File: config.mk
export PLATFORM = sky130hd
export DESIGN_NAME = typed_frame_encoder_crc16
export DESIGN_NICKNAME = d
export VERILOG_FILES = /design/src/sv/tfe_pkg.sv /design/src/sv/tfe_front.sv /design/src/sv/tfe_queue.sv /design/src/sv/tfe_back.sv /design/src/sv/typed_frame_encoder_crc16.sv
export VERILOG_INCLUDE_DIRS = /design/src /design/src/sv
export SDC_FILE = /design/constraint.sdc
export NUM_CORES = 1
export LEC_CHECK = 0
export ABC_CLOCK_PERIOD_IN_PS = 4450
export BUFFER_PORTS_ARGS = -buffer_cell sky130_fd_sc_hd__buf_2
export CORE_UTILIZATION = 42
export DETAILED_ROUTE_END_ITERATION = 8
export PLACE_DENSITY_LB_ADDON = 0.05
export SETUP_SLACK_MARGIN = 0.4
export SLEW_MARGIN = 20
export SYNTH_ARGS = -nofsm -noshare
export SYNTH_HDL_FRONTEND = slang
export SYNTH_SLANG_ARGS = --single-unit
File: constraint.sdc
create_clock -name clock -period 4.45 [get_ports clock]
set_clock_uncertainty 0.15 [all_clocks]
set_input_delay 0.6675 -clock clock [delete_from_list [all_inputs] [get_ports clock]]
set_output_delay 0.6675 -clock clock [all_outputs]
set_load 0.01 [all_outputs]
File: src/sv/assert_macros.svh
// Assertion helpers used by the top-level RTL file.
`ifndef ASSERT_MACROS_SVH
`define ASSERT_MACROS_SVH

// Whenever the antecedent holds, the consequent must hold in the same cycle.
`define TFE_ASSERT_IMPLIES(lbl, clk, rst, ante, cons) \
   lbl: assert property (@(posedge clk) disable iff (rst) (ante) |-> (cons)) \
      else $error("assertion failed: implication violated");

// The condition must never hold outside reset.
`define TFE_ASSERT_NEVER(lbl, clk, rst, cond) \
   lbl: assert property (@(posedge clk) disable iff (rst) !(cond)) \
      else $error("assertion failed: forbidden condition seen");

`endif

File: src/sv/tfe_pkg.sv
`default_nettype none

package tfe_pkg;

   localparam logic [15:0] CRC_INIT = 16'hFFFF;
   localparam logic [15:0] CRC_POLY = 16'h1021;

   // Meaning of the input kind flag.
   localparam logic KIND_START = 1'b0;
   localparam logic KIND_BYTE  = 1'b1;

   // Configuration register indexes.
   localparam logic [1:0] CSR_SOF_FIRST     = 2'd0;
   localparam logic [1:0] CSR_SOF_SECOND    = 2'd1;
   localparam logic [1:0] CSR_PROTO_VERSION = 2'd2;
   localparam logic [1:0] CSR_MAX_PAYLOAD   = 2'd3;

   // Byte positions inside the frame header.
   localparam logic [3:0] HDR_SOF_FIRST  = 4'd0;
   localparam logic [3:0] HDR_SOF_SECOND = 4'd1;
   localparam logic [3:0] HDR_VERSION    = 4'd2;
   localparam logic [3:0] HDR_TYPE       = 4'd3;
   localparam logic [3:0] HDR_FLAGS      = 4'd4;
   localparam logic [3:0] HDR_SEQ_LO     = 4'd5;
   localparam logic [3:0] HDR_SEQ_HI     = 4'd6;
   localparam logic [3:0] HDR_LEN_LO     = 4'd7;
   localparam logic [3:0] HDR_LEN_HI     = 4'd8;

   typedef enum logic [1:0] {
      OP_START = 2'd0,
      OP_BYTE  = 2'd1,
      OP_ERR   = 2'd2
   } op_type;

   // One classified command. For a payload byte, code carries the byte.
   typedef struct packed {
      op_type      op;
      logic        close;
      logic [7:0]  code;
      logic [7:0]  flags;
      logic [15:0] len;
   } cmd_type;

   typedef struct packed {
      logic full;
      logic empty;
      logic push;
      logic pop;
   } q_stat_type;

   typedef enum logic [2:0] {
      PH_HEAD   = 3'b001,
      PH_CRC_LO = 3'b010,
      PH_CRC_HI = 3'b100
   } phase_type;

   // CRC-16/CCITT-FALSE update by one byte, MSB first.
   function automatic logic [15:0] crc16_byte(input logic [15:0] crc_in,
                                              input logic [7:0]  data);
      logic [15:0] c;
      c = crc_in ^ {data, 8'h00};
      for (int i = 0; i < 8; i++) begin
         c = c[15] ? ({c[14:0], 1'b0} ^ CRC_POLY) : {c[14:0], 1'b0};
      end
      return c;
   endfunction

endpackage

`default_nettype wire

File: src/sv/tfe_front.sv
`default_nettype none

// Classifies each accepted input beat into a command and tracks frame state.
module tfe_front (
   input  wire logic             clock,
   input  wire logic             reset,
   input  wire logic             accept,
   input  wire logic             kind,
   input  wire logic [7:0]       record_type,
   input  wire logic [7:0]       frame_flags,
   input  wire logic [15:0]      payload_len,
   input  wire logic [7:0]       payload_byte,
   input  wire logic [15:0]      max_payload,
   output tfe_pkg::cmd_type      cmd
);

   logic        in_frame_ff, in_frame_in;
   logic [15:0] bytes_left_ff, bytes_left_in;

   always_comb begin
      cmd           = '0;
      cmd.op        = tfe_pkg::OP_ERR;
      cmd.close     = 1'b1;
      in_frame_in   = in_frame_ff;
      bytes_left_in = bytes_left_ff;
      if (kind == tfe_pkg::KIND_START) begin
         // A new start abandons any open frame.
         in_frame_in   = 1'b0;
         bytes_left_in = '0;
         if (payload_len <= max_payload) begin
            cmd.op    = tfe_pkg::OP_START;
            cmd.close = (payload_len == 16'd0);
            cmd.code  = record_type;
            cmd.flags = frame_flags;
            cmd.len   = payload_len;
            if (payload_len != 16'd0) begin
               in_frame_in   = 1'b1;
               bytes_left_in = payload_len;
            end
         end
      end else if (in_frame_ff) begin
         cmd.op        = tfe_pkg::OP_BYTE;
         cmd.close     = (bytes_left_ff == 16'd1);
         cmd.code      = payload_byte;
         bytes_left_in = bytes_left_ff - 16'd1;
         if (bytes_left_ff == 16'd1) begin
            in_frame_in = 1'b0;
         end
      end
   end

   always_ff @(posedge clock) begin
      if (reset) begin
         in_frame_ff   <= 1'b0;
         bytes_left_ff <= '0;
      end else if (accept) begin
         in_frame_ff   <= in_frame_in;
         bytes_left_ff <= bytes_left_in;
      end
   end

endmodule

`default_nettype wire

File: src/sv/tfe_queue.sv
`default_nettype none

// Small command FIFO between the classifier and the byte sequencer.
module tfe_queue #(
   parameter int DEPTH = 4
) (
   input  wire logic               clock,
   input  wire logic               reset,
   input  wire logic               push,
   input  wire tfe_pkg::cmd_type   push_cmd,
   input  wire logic               pop,
   output tfe_pkg::cmd_type        head_cmd,
   output tfe_pkg::q_stat_type     stat
);

   localparam int PTR_W = (DEPTH > 1) ? $clog2(DEPTH) : 1;
   localparam int CNT_W = $clog2(DEPTH + 1);

   tfe_pkg::cmd_type entry_ff [DEPTH];
   logic [PTR_W-1:0] wr_ptr_ff, wr_ptr_in;
   logic [PTR_W-1:0] rd_ptr_ff, rd_ptr_in;
   logic [CNT_W-1:0] count_ff, count_in;

   assign head_cmd   = entry_ff[rd_ptr_ff];
   assign stat.full  = (count_ff == CNT_W'(DEPTH));
   assign stat.empty = (count_ff == '0);
   assign stat.push  = push;
   assign stat.pop   = pop;

   always_comb begin
      wr_ptr_in = wr_ptr_ff;
      rd_ptr_in = rd_ptr_ff;
      count_in  = count_ff;
      if (push) begin
         wr_ptr_in = (wr_ptr_ff == PTR_W'(DEPTH - 1)) ? '0 : wr_ptr_ff + 1'b1;
      end
      if (pop) begin
         rd_ptr_in = (rd_ptr_ff == PTR_W'(DEPTH - 1)) ? '0 : rd_ptr_ff + 1'b1;
      end
      if (push && !pop) begin
         count_in = count_ff + 1'b1;
      end else if (pop && !push) begin
         count_in = count_ff - 1'b1;
      end
   end

   always_ff @(posedge clock) begin
      if (reset) begin
         wr_ptr_ff <= '0;
         rd_ptr_ff <= '0;
         count_ff  <= '0;
      end else begin
         wr_ptr_ff <= wr_ptr_in;
         rd_ptr_ff <= rd_ptr_in;
         count_ff  <= count_in;
      end
   end

   always_ff @(posedge clock) begin
      if (push) begin
         entry_ff[wr_ptr_ff] <= push_cmd;
      end
   end

endmodule

`default_nettype wire

File: src/sv/tfe_back.sv
`default_nettype none

// Byte sequencer: expands commands into frame bytes, keeps the CRC and the
// sequence number, and drives the registered result channel.
module tfe_back (
   input  wire logic              clock,
   input  wire logic              reset,
   input  wire logic              head_valid,
   input  wire tfe_pkg::cmd_type  head_cmd,
   output logic                   pop,
   input  wire logic [7:0]        sof_first,
   input  wire logic [7:0]        sof_second,
   input  wire logic [7:0]        proto_version,
   output logic                   rsp_tvalid,
   input  wire logic              rsp_tready,
   output logic [7:0]             rsp_tdata,
   output logic                   rsp_tlast,
   output logic                   rsp_tuser
);

   tfe_pkg::phase_type phase_ff, phase_in;
   logic [3:0]  idx_ff, idx_in;
   logic [15:0] crc_ff, crc_in, crc_base;
   logic [15:0] seq_ff, seq_in;
   logic        valid_ff, valid_in;
   logic [7:0]  data_ff;
   logic        last_ff, err_ff;
   logic        fire, feed;
   logic [7:0]  byte_out;
   logic        end_out, err_out;

   assign fire = head_valid && (!valid_ff || rsp_tready);

   always_comb begin
      phase_in = phase_ff;
      idx_in   = idx_ff;
      seq_in   = seq_ff;
      pop      = 1'b0;
      feed     = 1'b0;
      byte_out = '0;
      end_out  = 1'b0;
      err_out  = 1'b0;
      if (fire) begin
         case (phase_ff)
            tfe_pkg::PH_HEAD: begin
               case (head_cmd.op)
                  tfe_pkg::OP_START: begin
                     case (idx_ff)
                        tfe_pkg::HDR_SOF_FIRST:  byte_out = sof_first;
                        tfe_pkg::HDR_SOF_SECOND: byte_out = sof_second;
                        tfe_pkg::HDR_VERSION:    byte_out = proto_version;
                        tfe_pkg::HDR_TYPE:       byte_out = head_cmd.code;
                        tfe_pkg::HDR_FLAGS:      byte_out = head_cmd.flags;
                        tfe_pkg::HDR_SEQ_LO:     byte_out = seq_ff[7:0];
                        tfe_pkg::HDR_SEQ_HI:     byte_out = seq_ff[15:8];
                        tfe_pkg::HDR_LEN_LO:     byte_out = head_cmd.len[7:0];
                        tfe_pkg::HDR_LEN_HI:     byte_out = head_cmd.len[15:8];
                        default:                 byte_out = '0;
                     endcase
                     feed = (idx_ff >= tfe_pkg::HDR_VERSION);
                     if (idx_ff == tfe_pkg::HDR_LEN_HI) begin
                        idx_in = tfe_pkg::HDR_SOF_FIRST;
                        if (head_cmd.close) begin
                           phase_in = tfe_pkg::PH_CRC_LO;
                        end else begin
                           pop = 1'b1;
                        end
                     end else begin
                        idx_in = idx_ff + 4'd1;
                     end
                  end
                  tfe_pkg::OP_BYTE: begin
                     byte_out = head_cmd.code;
                     feed     = 1'b1;
                     if (head_cmd.close) begin
                        phase_in = tfe_pkg::PH_CRC_LO;
                     end else begin
                        pop = 1'b1;
                     end
                  end
                  tfe_pkg::OP_ERR: begin
                     end_out = 1'b1;
                     err_out = 1'b1;
                     pop     = 1'b1;
                  end
                  default: begin
                     pop = 1'b1;
                  end
               endcase
            end
            tfe_pkg::PH_CRC_LO: begin
               byte_out = crc_ff[7:0];
               phase_in = tfe_pkg::PH_CRC_HI;
            end
            tfe_pkg::PH_CRC_HI: begin
               byte_out = crc_ff[15:8];
               end_out  = 1'b1;
               seq_in   = seq_ff + 16'd1;
               phase_in = tfe_pkg::PH_HEAD;
               pop      = 1'b1;
            end
            default: begin
               phase_in = tfe_pkg::PH_HEAD;
            end
         endcase
      end
   end

   // The version byte restarts the CRC, so an abandoned frame leaves no trace.
   always_comb begin
      crc_base = crc_ff;
      if (head_cmd.op == tfe_pkg::OP_START && idx_ff == tfe_pkg::HDR_VERSION) begin
         crc_base = tfe_pkg::CRC_INIT;
      end
      crc_in = crc_ff;
      if (feed) begin
         crc_in = tfe_pkg::crc16_byte(crc_base, byte_out);
      end
   end

   always_comb begin
      valid_in = valid_ff;
      if (fire) begin
         valid_in = 1'b1;
      end else if (rsp_tready) begin
         valid_in = 1'b0;
      end
   end

   always_ff @(posedge clock) begin
      if (reset) begin
         phase_ff <= tfe_pkg::PH_HEAD;
         idx_ff   <= tfe_pkg::HDR_SOF_FIRST;
         crc_ff   <= tfe_pkg::CRC_INIT;
         seq_ff   <= '0;
         valid_ff <= 1'b0;
      end else begin
         phase_ff <= phase_in;
         idx_ff   <= idx_in;
         crc_ff   <= crc_in;
         seq_ff   <= seq_in;
         valid_ff <= valid_in;
      end
   end

   always_ff @(posedge clock) begin
      if (fire) begin
         data_ff <= byte_out;
         last_ff <= end_out;
         err_ff  <= err_out;
      end
   end

   assign rsp_tvalid = valid_ff;
   assign rsp_tdata  = data_ff;
   assign rsp_tlast  = last_ff;
   assign rsp_tuser  = err_ff;

endmodule

`default_nettype wire

File: src/sv/typed_frame_encoder_crc16.sv
// Typed frame encoder with a CRC-16/CCITT-FALSE trailer.
// Input beats (req_) are either a frame start (tuser = 0) carrying record
// type, flags and payload length, or a payload byte (tuser = 1). A valid
// start produces nine header bytes: two start-of-frame markers, version,
// type, flags, sequence number and length, both little-endian. Each payload
// byte passes through; after the last one the CRC follows, low byte first,
// with tlast set. An over-long start or a payload byte outside a frame
// gives a single zero byte with tlast and tuser (error) set.
// An accepted input beat is written into the command queue and its first
// output beat is registered in the sequencer. Input takes one beat per cycle
// while the command queue has room; the output sequencer sends one byte per
// cycle while rsp_tready is high, so a start costs nine (or eleven) output
// bytes and the queue absorbs the difference. Payload bytes sustain one per
// cycle with rsp_tready high, set by the byte-wide CRC update in the sequencer.
// Reset restores the configuration defaults, clears the sequence number and
// empties the queue. When rsp_tready is low the output byte holds, the
// sequencer stalls, and req_tready drops once the queue fills up.
// Configuration writes (csr_) are always accepted and belong to idle time.
`default_nettype none

`include "assert_macros.svh"

module typed_frame_encoder_crc16 #(
   parameter int QUEUE_DEPTH = 4
) (
   input  wire logic        clock,
   input  wire logic        reset,
   // Input channel.
   input  wire logic        req_tvalid,
   output logic             req_tready,
   // [7:0] record_type, [15:8] frame_flags, [31:16] payload_len,
   // [39:32] payload_byte
   input  wire logic [39:0] req_tdata,
   // [0] kind
   input  wire logic        req_tuser,
   // Result channel.
   output logic             rsp_tvalid,
   input  wire logic        rsp_tready,
   // [7:0] out_byte
   output logic [7:0]       rsp_tdata,
   // frame_end
   output logic             rsp_tlast,
   // [0] error
   output logic             rsp_tuser,
   // Configuration write channel.
   input  wire logic        csr_valid,
   output logic             csr_ready,
   input  wire logic [1:0]  csr_index,
   input  wire logic [15:0] csr_wdata
);

   logic [7:0]  sof_first_ff;
   logic [7:0]  sof_second_ff;
   logic [7:0]  proto_version_ff;
   logic [15:0] max_payload_ff;

   logic                accept;
   logic                head_valid;
   logic                pop;
   tfe_pkg::cmd_type    front_cmd;
   tfe_pkg::cmd_type    head_cmd;
   tfe_pkg::q_stat_type q_stat;

   // Configuration registers; writes never stall.
   assign csr_ready = 1'b1;

   always_ff @(posedge clock) begin
      if (reset) begin
         sof_first_ff     <= 8'hAA;
         sof_second_ff    <= 8'h55;
         proto_version_ff <= 8'h01;
         max_payload_ff   <= 16'd256;
      end else if (csr_valid) begin
         case (csr_index)
            tfe_pkg::CSR_SOF_FIRST:     sof_first_ff     <= csr_wdata[7:0];
            tfe_pkg::CSR_SOF_SECOND:    sof_second_ff    <= csr_wdata[7:0];
            tfe_pkg::CSR_PROTO_VERSION: proto_version_ff <= csr_wdata[7:0];
            tfe_pkg::CSR_MAX_PAYLOAD:   max_payload_ff   <= csr_wdata;
            default: begin
            end
         endcase
      end
   end

   // The front end takes a beat whenever the queue has a free slot.
   assign req_tready = !q_stat.full;
   assign accept     = req_tvalid && req_tready;
   assign head_valid = !q_stat.empty;

   tfe_front u_front (
      .clock        (clock),
      .reset        (reset),
      .accept       (accept),
      .kind         (req_tuser),
      .record_type  (req_tdata[7:0]),
      .frame_flags  (req_tdata[15:8]),
      .payload_len  (req_tdata[31:16]),
      .payload_byte (req_tdata[39:32]),
      .max_payload  (max_payload_ff),
      .cmd          (front_cmd)
   );

   tfe_queue #(
      .DEPTH (QUEUE_DEPTH)
   ) u_queue (
      .clock    (clock),
      .reset    (reset),
      .push     (accept),
      .push_cmd (front_cmd),
      .pop      (pop),
      .head_cmd (head_cmd),
      .stat     (q_stat)
   );

   tfe_back u_back (
      .clock         (clock),
      .reset         (reset),
      .head_valid    (head_valid),
      .head_cmd      (head_cmd),
      .pop           (pop),
      .sof_first     (sof_first_ff),
      .sof_second    (sof_second_ff),
      .proto_version (proto_version_ff),
      .rsp_tvalid    (rsp_tvalid),
      .rsp_tready    (rsp_tready),
      .rsp_tdata     (rsp_tdata),
      .rsp_tlast     (rsp_tlast),
      .rsp_tuser     (rsp_tuser)
   );

   // An error result is always a lone zero byte that also closes the frame.
   `TFE_ASSERT_IMPLIES(a_err_is_lone_byte, clock, reset, rsp_tvalid && rsp_tuser,
                       rsp_tlast && (rsp_tdata == 8'h00))
   // The sequencer never retires a command from an empty queue.
   `TFE_ASSERT_NEVER(a_no_pop_when_empty, clock, reset, q_stat.pop && q_stat.empty)
   // A full queue never takes another command.
   `TFE_ASSERT_NEVER(a_no_push_when_full, clock, reset, q_stat.push && q_stat.full)

endmodule

`default_nettype wire
Word-level counts from Yosys, hierarchy flattened
Memories as Yosys holds them, arrays and structs flattened. A register that Yosys moved wholly into a read port is not among the register bits.
Cells that the tools add are included.
{"block": "word_totals", "inputBits": 64, "mem_bits_rw": 140, "regBits": 114, "memories": 1, "wordCells": 137}
{"block": "classes", "addsub": 7, "bitwise": 9, "reduce_logical": 27, "n_eq_ne": 23, "muxes": 51, "n_lt_le_gt_ge": 2}
{"name": "u_queue.entry_ff", "words": 4, "width": 35, "rd": 1, "rd_clocked_by_memory_dff": 1, "wr": 1, "line_no": "tfe_queue.sv:19", "source": "tfe_pkg::cmd_type entry_ff [DEPTH];"}
{"op": "2-to-1 mux 13 bit", "count": 8}
{"op": "2-to-1 mux 16 bit", "count": 5}
{"op": "case mux 8 bit (9 select lines)", "count": 1}
{"op": "2-to-1 mux 35 bit", "count": 1}
{"op": "2-to-1 mux 24 bit", "count": 1}
{"op": "inverter 3 bit", "count": 8}
{"op": "case mux 8 bit (3 select lines)", "count": 1}
{"op": "2-to-1 mux 11 bit", "count": 2}
{"op": "adder 16 x 1 -> 16 bit, second input constant", "count": 1}
{"op": "equality test 16 x 1 -> 1 bit, second input constant", "count": 1}
{"op": "equality test 4 x 3 -> 1 bit, second input constant", "count": 4}
{"op": "less-or-equal comparator 16 bit", "count": 1}
{"op": "logical NOT 16 bit", "count": 1}
{"op": "case mux 8 bit (2 select lines)", "count": 1}
{"op": "nonzero test 16 bit", "count": 1}
{"op": "subtractor 16 x 1 -> 16 bit, second input constant", "count": 1}
{"op": "bitwise XOR 16 bit", "count": 1}
{"op": "2-to-1 mux 1 bit", "count": 15}
{"op": "2-to-1 mux 3 bit", "count": 4}
{"op": "case mux 3 bit (2 select lines)", "count": 2}
{"op": "AND reduction 2 bit", "count": 6}
{"op": "equality test 2 bit, second input constant", "count": 5}
{"op": "equality test 4 x 2 -> 1 bit, second input constant", "count": 2}
{"op": "2-to-1 mux 2 bit", "count": 4}
{"op": "other kinds (24)", "count": 42}

Logic depth before layout (Yosys ltp)
{"block": "depth", "word_depth": 22, "depth_mapped": 13, "ltp_nobuf": 12}

Modules after synthesis
From an unflattened synthesis, not the netlist that was laid out.
{"block": "unflattened", "cells_unflattened": 1060, "hier_area_um2": 12492.0}
{"mod": "tfe_queue", "cells_each": 229, "area_each_um2": 5557.8, "instances": 1, "seq_area_each_um2": 4384.2}
{"mod": "tfe_back", "cells_each": 397, "area_each_um2": 3353.2, "instances": 1, "seq_area_each_um2": 1101.1}
{"mod": "tfe_front", "cells_each": 264, "area_each_um2": 1878.1, "instances": 1, "seq_area_each_um2": 340.3}
{"mod": "typed_frame_encoder_crc16", "cells_each": 170, "area_each_um2": 1702.9, "instances": 1, "seq_area_each_um2": 800.8}

Least setup slack after synthesis
No wires, ideal clock.
{"block": "synth_timing", "kind": "register to register", "startpoint": "register (tool-made name)", "endpoint": "register u_queue.count_ff[2]", "t_arrival_ns": 2.992, "stages_incl_launch_ff": 14, "t_required_ns": 4.230, "path_slack_ns": 1.238, "setup_time_ns": 0.070, "path_cell_list": "dfxtp_1 clkbuf_1 buf_2 buf_2 buf_2 mux4_2 nand2b_1 a21oi_1 ha_1 inv_1 fa_1 xor2_1 or3_1 a21oi_1"}
{"item": "to (signal assigned)", "line_no": "tfe_queue.sv:55", "source": "count_ff <= count_in;"}
{"item": "to (decl)", "line_no": "tfe_queue.sv:22", "source": "logic [CNT_W-1:0] count_ff, count_in;"}

Worst setup path after layout
{"block": "layout_timing", "startpoint": "register u_back.idx_ff[1]", "endpoint": "register u_back.crc_ff[13]"}
{"item": "from (decl)", "line_no": "tfe_back.sv:22", "source": "logic [3:0] idx_ff, idx_in;"}
{"item": "from (signal assigned)", "line_no": "tfe_back.sv:133", "source": "idx_ff <= tfe_pkg::HDR_SOF_FIRST;"}
{"item": "from (signal assigned)", "line_no": "tfe_back.sv:139", "source": "idx_ff <= idx_in;"}
{"item": "equality test 4 bit (tied with other cells)", "line_no": "tfe_back.sv:48", "source": "case (idx_ff)"}
{"item": "case mux 8 bit (9 select lines) *", "line_no": "tfe_back.sv:48"}
{"item": "case mux 8 bit (2 select lines) *", "line_no": "tfe_back.sv:46", "source": "case (head_cmd.op)"}
{"item": "case mux 8 bit (3 select lines) *", "line_no": "tfe_back.sv:44", "source": "case (phase_ff)"}
{"item": "2-to-1 mux 8 bit *", "line_no": "tfe_back.sv:43", "source": "if (fire) begin"}
{"item": "net u_back.byte_out[1]", "line_no": "tfe_back.sv:29", "source": "logic [7:0] byte_out;"}
{"item": "bitwise XOR 16 bit *", "line_no": "tfe_pkg.sv:61", "source": "c = crc_in ^ {data, 8'h00};"}
{"item": "2-to-1 mux 13 bit * (2 in a row)", "line_no": "tfe_pkg.sv:63", "source": "c = c[15] ? ({c[14:0], 1'b0} ^ CRC_POLY) : {c[14:0], 1'b0};"}
{"item": "inverter 3 bit (no source line)"}
{"item": "2-to-1 mux 13 bit * (2 in a row)", "line_no": "tfe_pkg.sv:63"}
{"item": "to (signal assigned)", "line_no": "tfe_back.sv:134", "source": "crc_ff <= tfe_pkg::CRC_INIT;"}
{"item": "to (signal assigned)", "line_no": "tfe_back.sv:140", "source": "crc_ff <= crc_in;"}
{"item": "to (decl)", "line_no": "tfe_back.sv:23", "source": "logic [15:0] crc_ff, crc_in, crc_base;"}
Mark *: on every way through the listed nets, which the timed path passes. The rest lies on a longest branch.
A chain may end at the register's enable or synchronous reset.

==> results.ini <==
[cts]
clock-sinks = 256
clock-root-buffer = clkbuf_16
cts_tree = yes
post_cts_buffers = 0
clk_latency_ns = 0.56
cts-resized-gates = 0
cts_buffers = 29
cts_hold_buf = 0
ctsHtreeMaxLevel = 1
cts.reportedPaths.clkPinSlew_ns = 0.06
clockBufferDepth = 3

[power]
power_per_cell_area_nw_per_um2 = 523.0
ir_drop_v = 0.0002726
clkPwrFrac = 0.335
p_comb_frac = 0.243
power_frac_seq = 0.422
p_leak_nw = 4.887
p_sw_frac = 0.3057
switching_power_w = 0.002150
internal-power_w = 0.004883

[route]
drt_iter0_drc = 607
ant_nets = 0
vias_per_cell = 5.450
drc_errors = 0
drt-total-wl_mm = 29.31
wl_per_cell_um = 19.82
firstDrtPassIters = 5
dr_total_vias = 8060

[hold_path]
hold_depth = 3
min_from = csr_wdata[11]
hp-class = input port to register
hold_end = max_payload_ff[11]$_SDFFE_PP0P_

[cells_and_area]
layout.nets = 1178
post-route-util = 0.4935
area.growth.synth_to_final_pct = 14.15
drive_above_1_share = 0.1734
n_antenna_cell = 0

[synth]
synth_nets = 1121
synthArstFlopShare = 0
synth.top_cell.area_share = 0.3823
synth_area_um2 = 11780
yosysWarnings = 0
ys_types = 69
yosys.area.top_type = edfxtp_1
syn_inst = 1027
avgSynthCellArea_um2 = 11.47
synth-seq-area-share = 0.5624
synth_edf_count = 150
synth_seq_cells = 256
ys.flop_type = edfxtp_1
ys_top_cells_by_area = edfxtp_1 (38%), dfxtp_1 (18%), mux4_2 (5.4%)

[grt]
grt_pass1_vias = 7693
grt-ovfl-total = 0
grt_max_degree = 56
grt_pass1_wl_mm = 45.74
grtUsageTotal = 0.2071
antenna_found_initial = 0

[sta]
fin_tns_setup_ns = 0
min_period_ns = 3.635
rsz0062_at_grt = no
post-route-period-util = 0.8169
tightestPinTransition_ns = 1.004
finalHoldViolations = 0
slew_headroom = 0.3309
max_freq_mhz = 275.1
setup_viol = 0
fin_ws_ns = 0.8147
slew_viol_final = 0

[critical_path]
cp-end-kind = register
slowest_delay_ns = 0.66
regToRegSetupSlack_ns = 0.81
cp.required_ns = 4.73
worst_path_max_delay_cell = a2111oi_0
path_class = register to register
crit_top_cell = xnor2_1
startpoint_type = register
cp.arrival_ns = 3.92
timing.rr.end = u_back.crc_ff[13]$_SDFFE_PP1P_
rr_startpoint = u_back.idx_ff[1]$_SDFFE_PP0P_
worstRegToRegCells = 10
path_max_fanout = 15
crit_chain = inv_1 -> ha_1 -> and3b_1 -> a22o_1 -> a2111oi_0 -> o21ai_1 -> xor2_1 -> xnor2_1 -> xnor2_1 -> o21ai_0

[placement]
finalWeightedCongestion = 0.8116
dp_slack_ns = 0.8296
portBuffers = 75
place.detailed.hpwl_mm = 19.73

[outcome]
status = complete, no violations

[die]
die_y_um = 169.5
dieArea_um2 = 28730
fp.coreArea_um2 = 27250
pin_count = 77
rows = 60
die_x_um = 169.5
initial_core_util = 0.4323

[run]
maxCapViolCount = 0

==> cells by family after synthesis <==
group,synth area share
muxes,0.07976
DFF,0.5624
xor gates and xnor gates,0.02974
AOI/OAI and AO/OA,0.1265
other,0.0003183
adders and majority gates,0.03250
and+or+nand+nor,0.1362
buffers and inverters,0.03260
==> state kept, by name, indices dropped and copies added (netlist names), 2 cells and up, named ones only <==
name,cells
sof_first_ff,8
proto_version_ff,8
u_back.seq_ff,16
u_queue.wr_ptr_ff,2
max_payload_ff,16
u_queue.count_ff,3
u_back.rsp_tdata,8
u_back.idx_ff,4
u_front.bytes_left_ff,16
u_back.crc_ff,16
sof_second_ff,8
u_queue.rd_ptr_ff,2
u_back.phase_ff,3
u_queue.entry_ff,140
==> power by group through the flow <==
stage	registers (W)	logic, W	clock network, W
2_1_floorplan	0.00299	0.00122	0
3_3_place_gp	0.00302	0.00171	0
3_5_place_dp	0.00302	0.00172	0
4_1_cts	0.00297	0.00173	0.00241
5_1_grt	0.00300	0.00188	0.00249
6_report	0.00297	0.00171	0.00236
==> critical path: cells and delay by family, from the launching register on <==
kind                     cells  cell delay (ns)
XOR/XNOR                     3             0.70
adder cells (fa/ha/maj)      1             0.40
flip-flops                   1             0.45
AND/OR/NAND/NOR              1             0.44
AO/OA/AOI/OAI                4             1.25
buffers and inverters        1             0.11
==> area by class of cell <==
class                           count  area [µm²]
Clock inverter                     21       200.2
Inverter                           33       123.9
Fill cell                        2504       13800
Multi-Input combinational cell    675        4783
Timing Repair Buffer               89       505.5
Tap cell                          372       465.4
Clock buffer                       33       740.7
Sequential cell                   256        6629
==> layer usage <==
layer / vias up / GRT usage / routed length (µm)
met5: - / 0 / 0
met4: 0 / 0.04622 / 521
met3: 36 / 0.02309 / 990
met2: 148 / 0.3364 / 13850
met1: 3926 / 0.2980 / 13950
li1: 3950 / - / -
==> through the flow <==
stage	area (µm²)	cells	power, W	hold slack [ns]
2_1_floorplan	11780	1027	0.004207	0.2859
3_3_place_gp	12510	1425	0.004727	0.2945
3_5_place_dp	12510	1425	0.004738	0.2983
4_1_cts	13450	1479	0.007102	0.1657
5_1_grt	13450	1479	0.007372	0.1770
6_report	13450	1479	0.007033	0.1863
==> synthesized netlist by cell type (6+ instances only) <==
cell type  number
a221o_1        10
and2_1          9
a22o_1         20
or3_1           6
o22ai_1         7
nand4_1         8
nand2b_1        7
mux4_2         28
nor2_1         71
dfxtp_1       106
buf_2           7
a21oi_1        67
nand2_1       115
nor4_1         14
xnor2_1        19
nor2b_1         6
nor3_1         16
nand3_1        19
edfxtp_1      150
inv_1          33
o21ai_0        32
mux2i_1        23
mux2_2          7
xor2_1         21
a22oi_1        20
and3_1         32
clkbuf_1       46
ha_1           29
o211ai_1        6
buf_1           7
==> how the worst max path moves through the flow <==
stage | start | to | slack, ns
6_report | u_back.idx_ff[1]$_SDFFE_PP0P_ | u_back.crc_ff[13]$_SDFFE_PP1P_ | 0.81
5_1_grt | u_back.idx_ff[1]$_SDFFE_PP0P_ | u_queue.count_ff[2]$_SDFFE_PP0P_ | 0.50
4_1_cts | u_back.idx_ff[1]$_SDFFE_PP0P_ | u_queue.count_ff[2]$_SDFFE_PP0P_ | 0.81
3_5_place_dp | u_back.idx_ff[1]$_SDFFE_PP0P_ | u_queue.count_ff[2]$_SDFFE_PP0P_ | 0.83
3_3_place_gp | u_back.idx_ff[0]$_SDFFE_PP0P_ | u_back.crc_ff[6]$_SDFFE_PP1P_ | 0.92
2_1_floorplan | register | u_queue.count_ff[2]$_SDFFE_PP0P_ | 1.24
==> placed cells by master, fill, tap and decap left out, drive strengths merged, types with 6 or more instances in the layout <==
cell / count
a21oi: 67
a221o: 10
a22o: 20
a22oi: 20
and2: 9
and3: 32
buf: 89
clkbuf: 33
clkinv: 12
dfxtp: 106
edfxtp: 150
ha: 29
inv: 34
mux2: 7
mux2i: 23
mux4: 28
nand2: 115
nand2b: 7
nand3: 19
nand4: 8
nor2: 71
nor2b: 6
nor3: 16
nor4: 15
o211ai: 6
o21ai: 34
o22ai: 7
or3: 6
xnor2: 19
xor2: 21
Note: power is estimated with default switching activity, not from simulation.
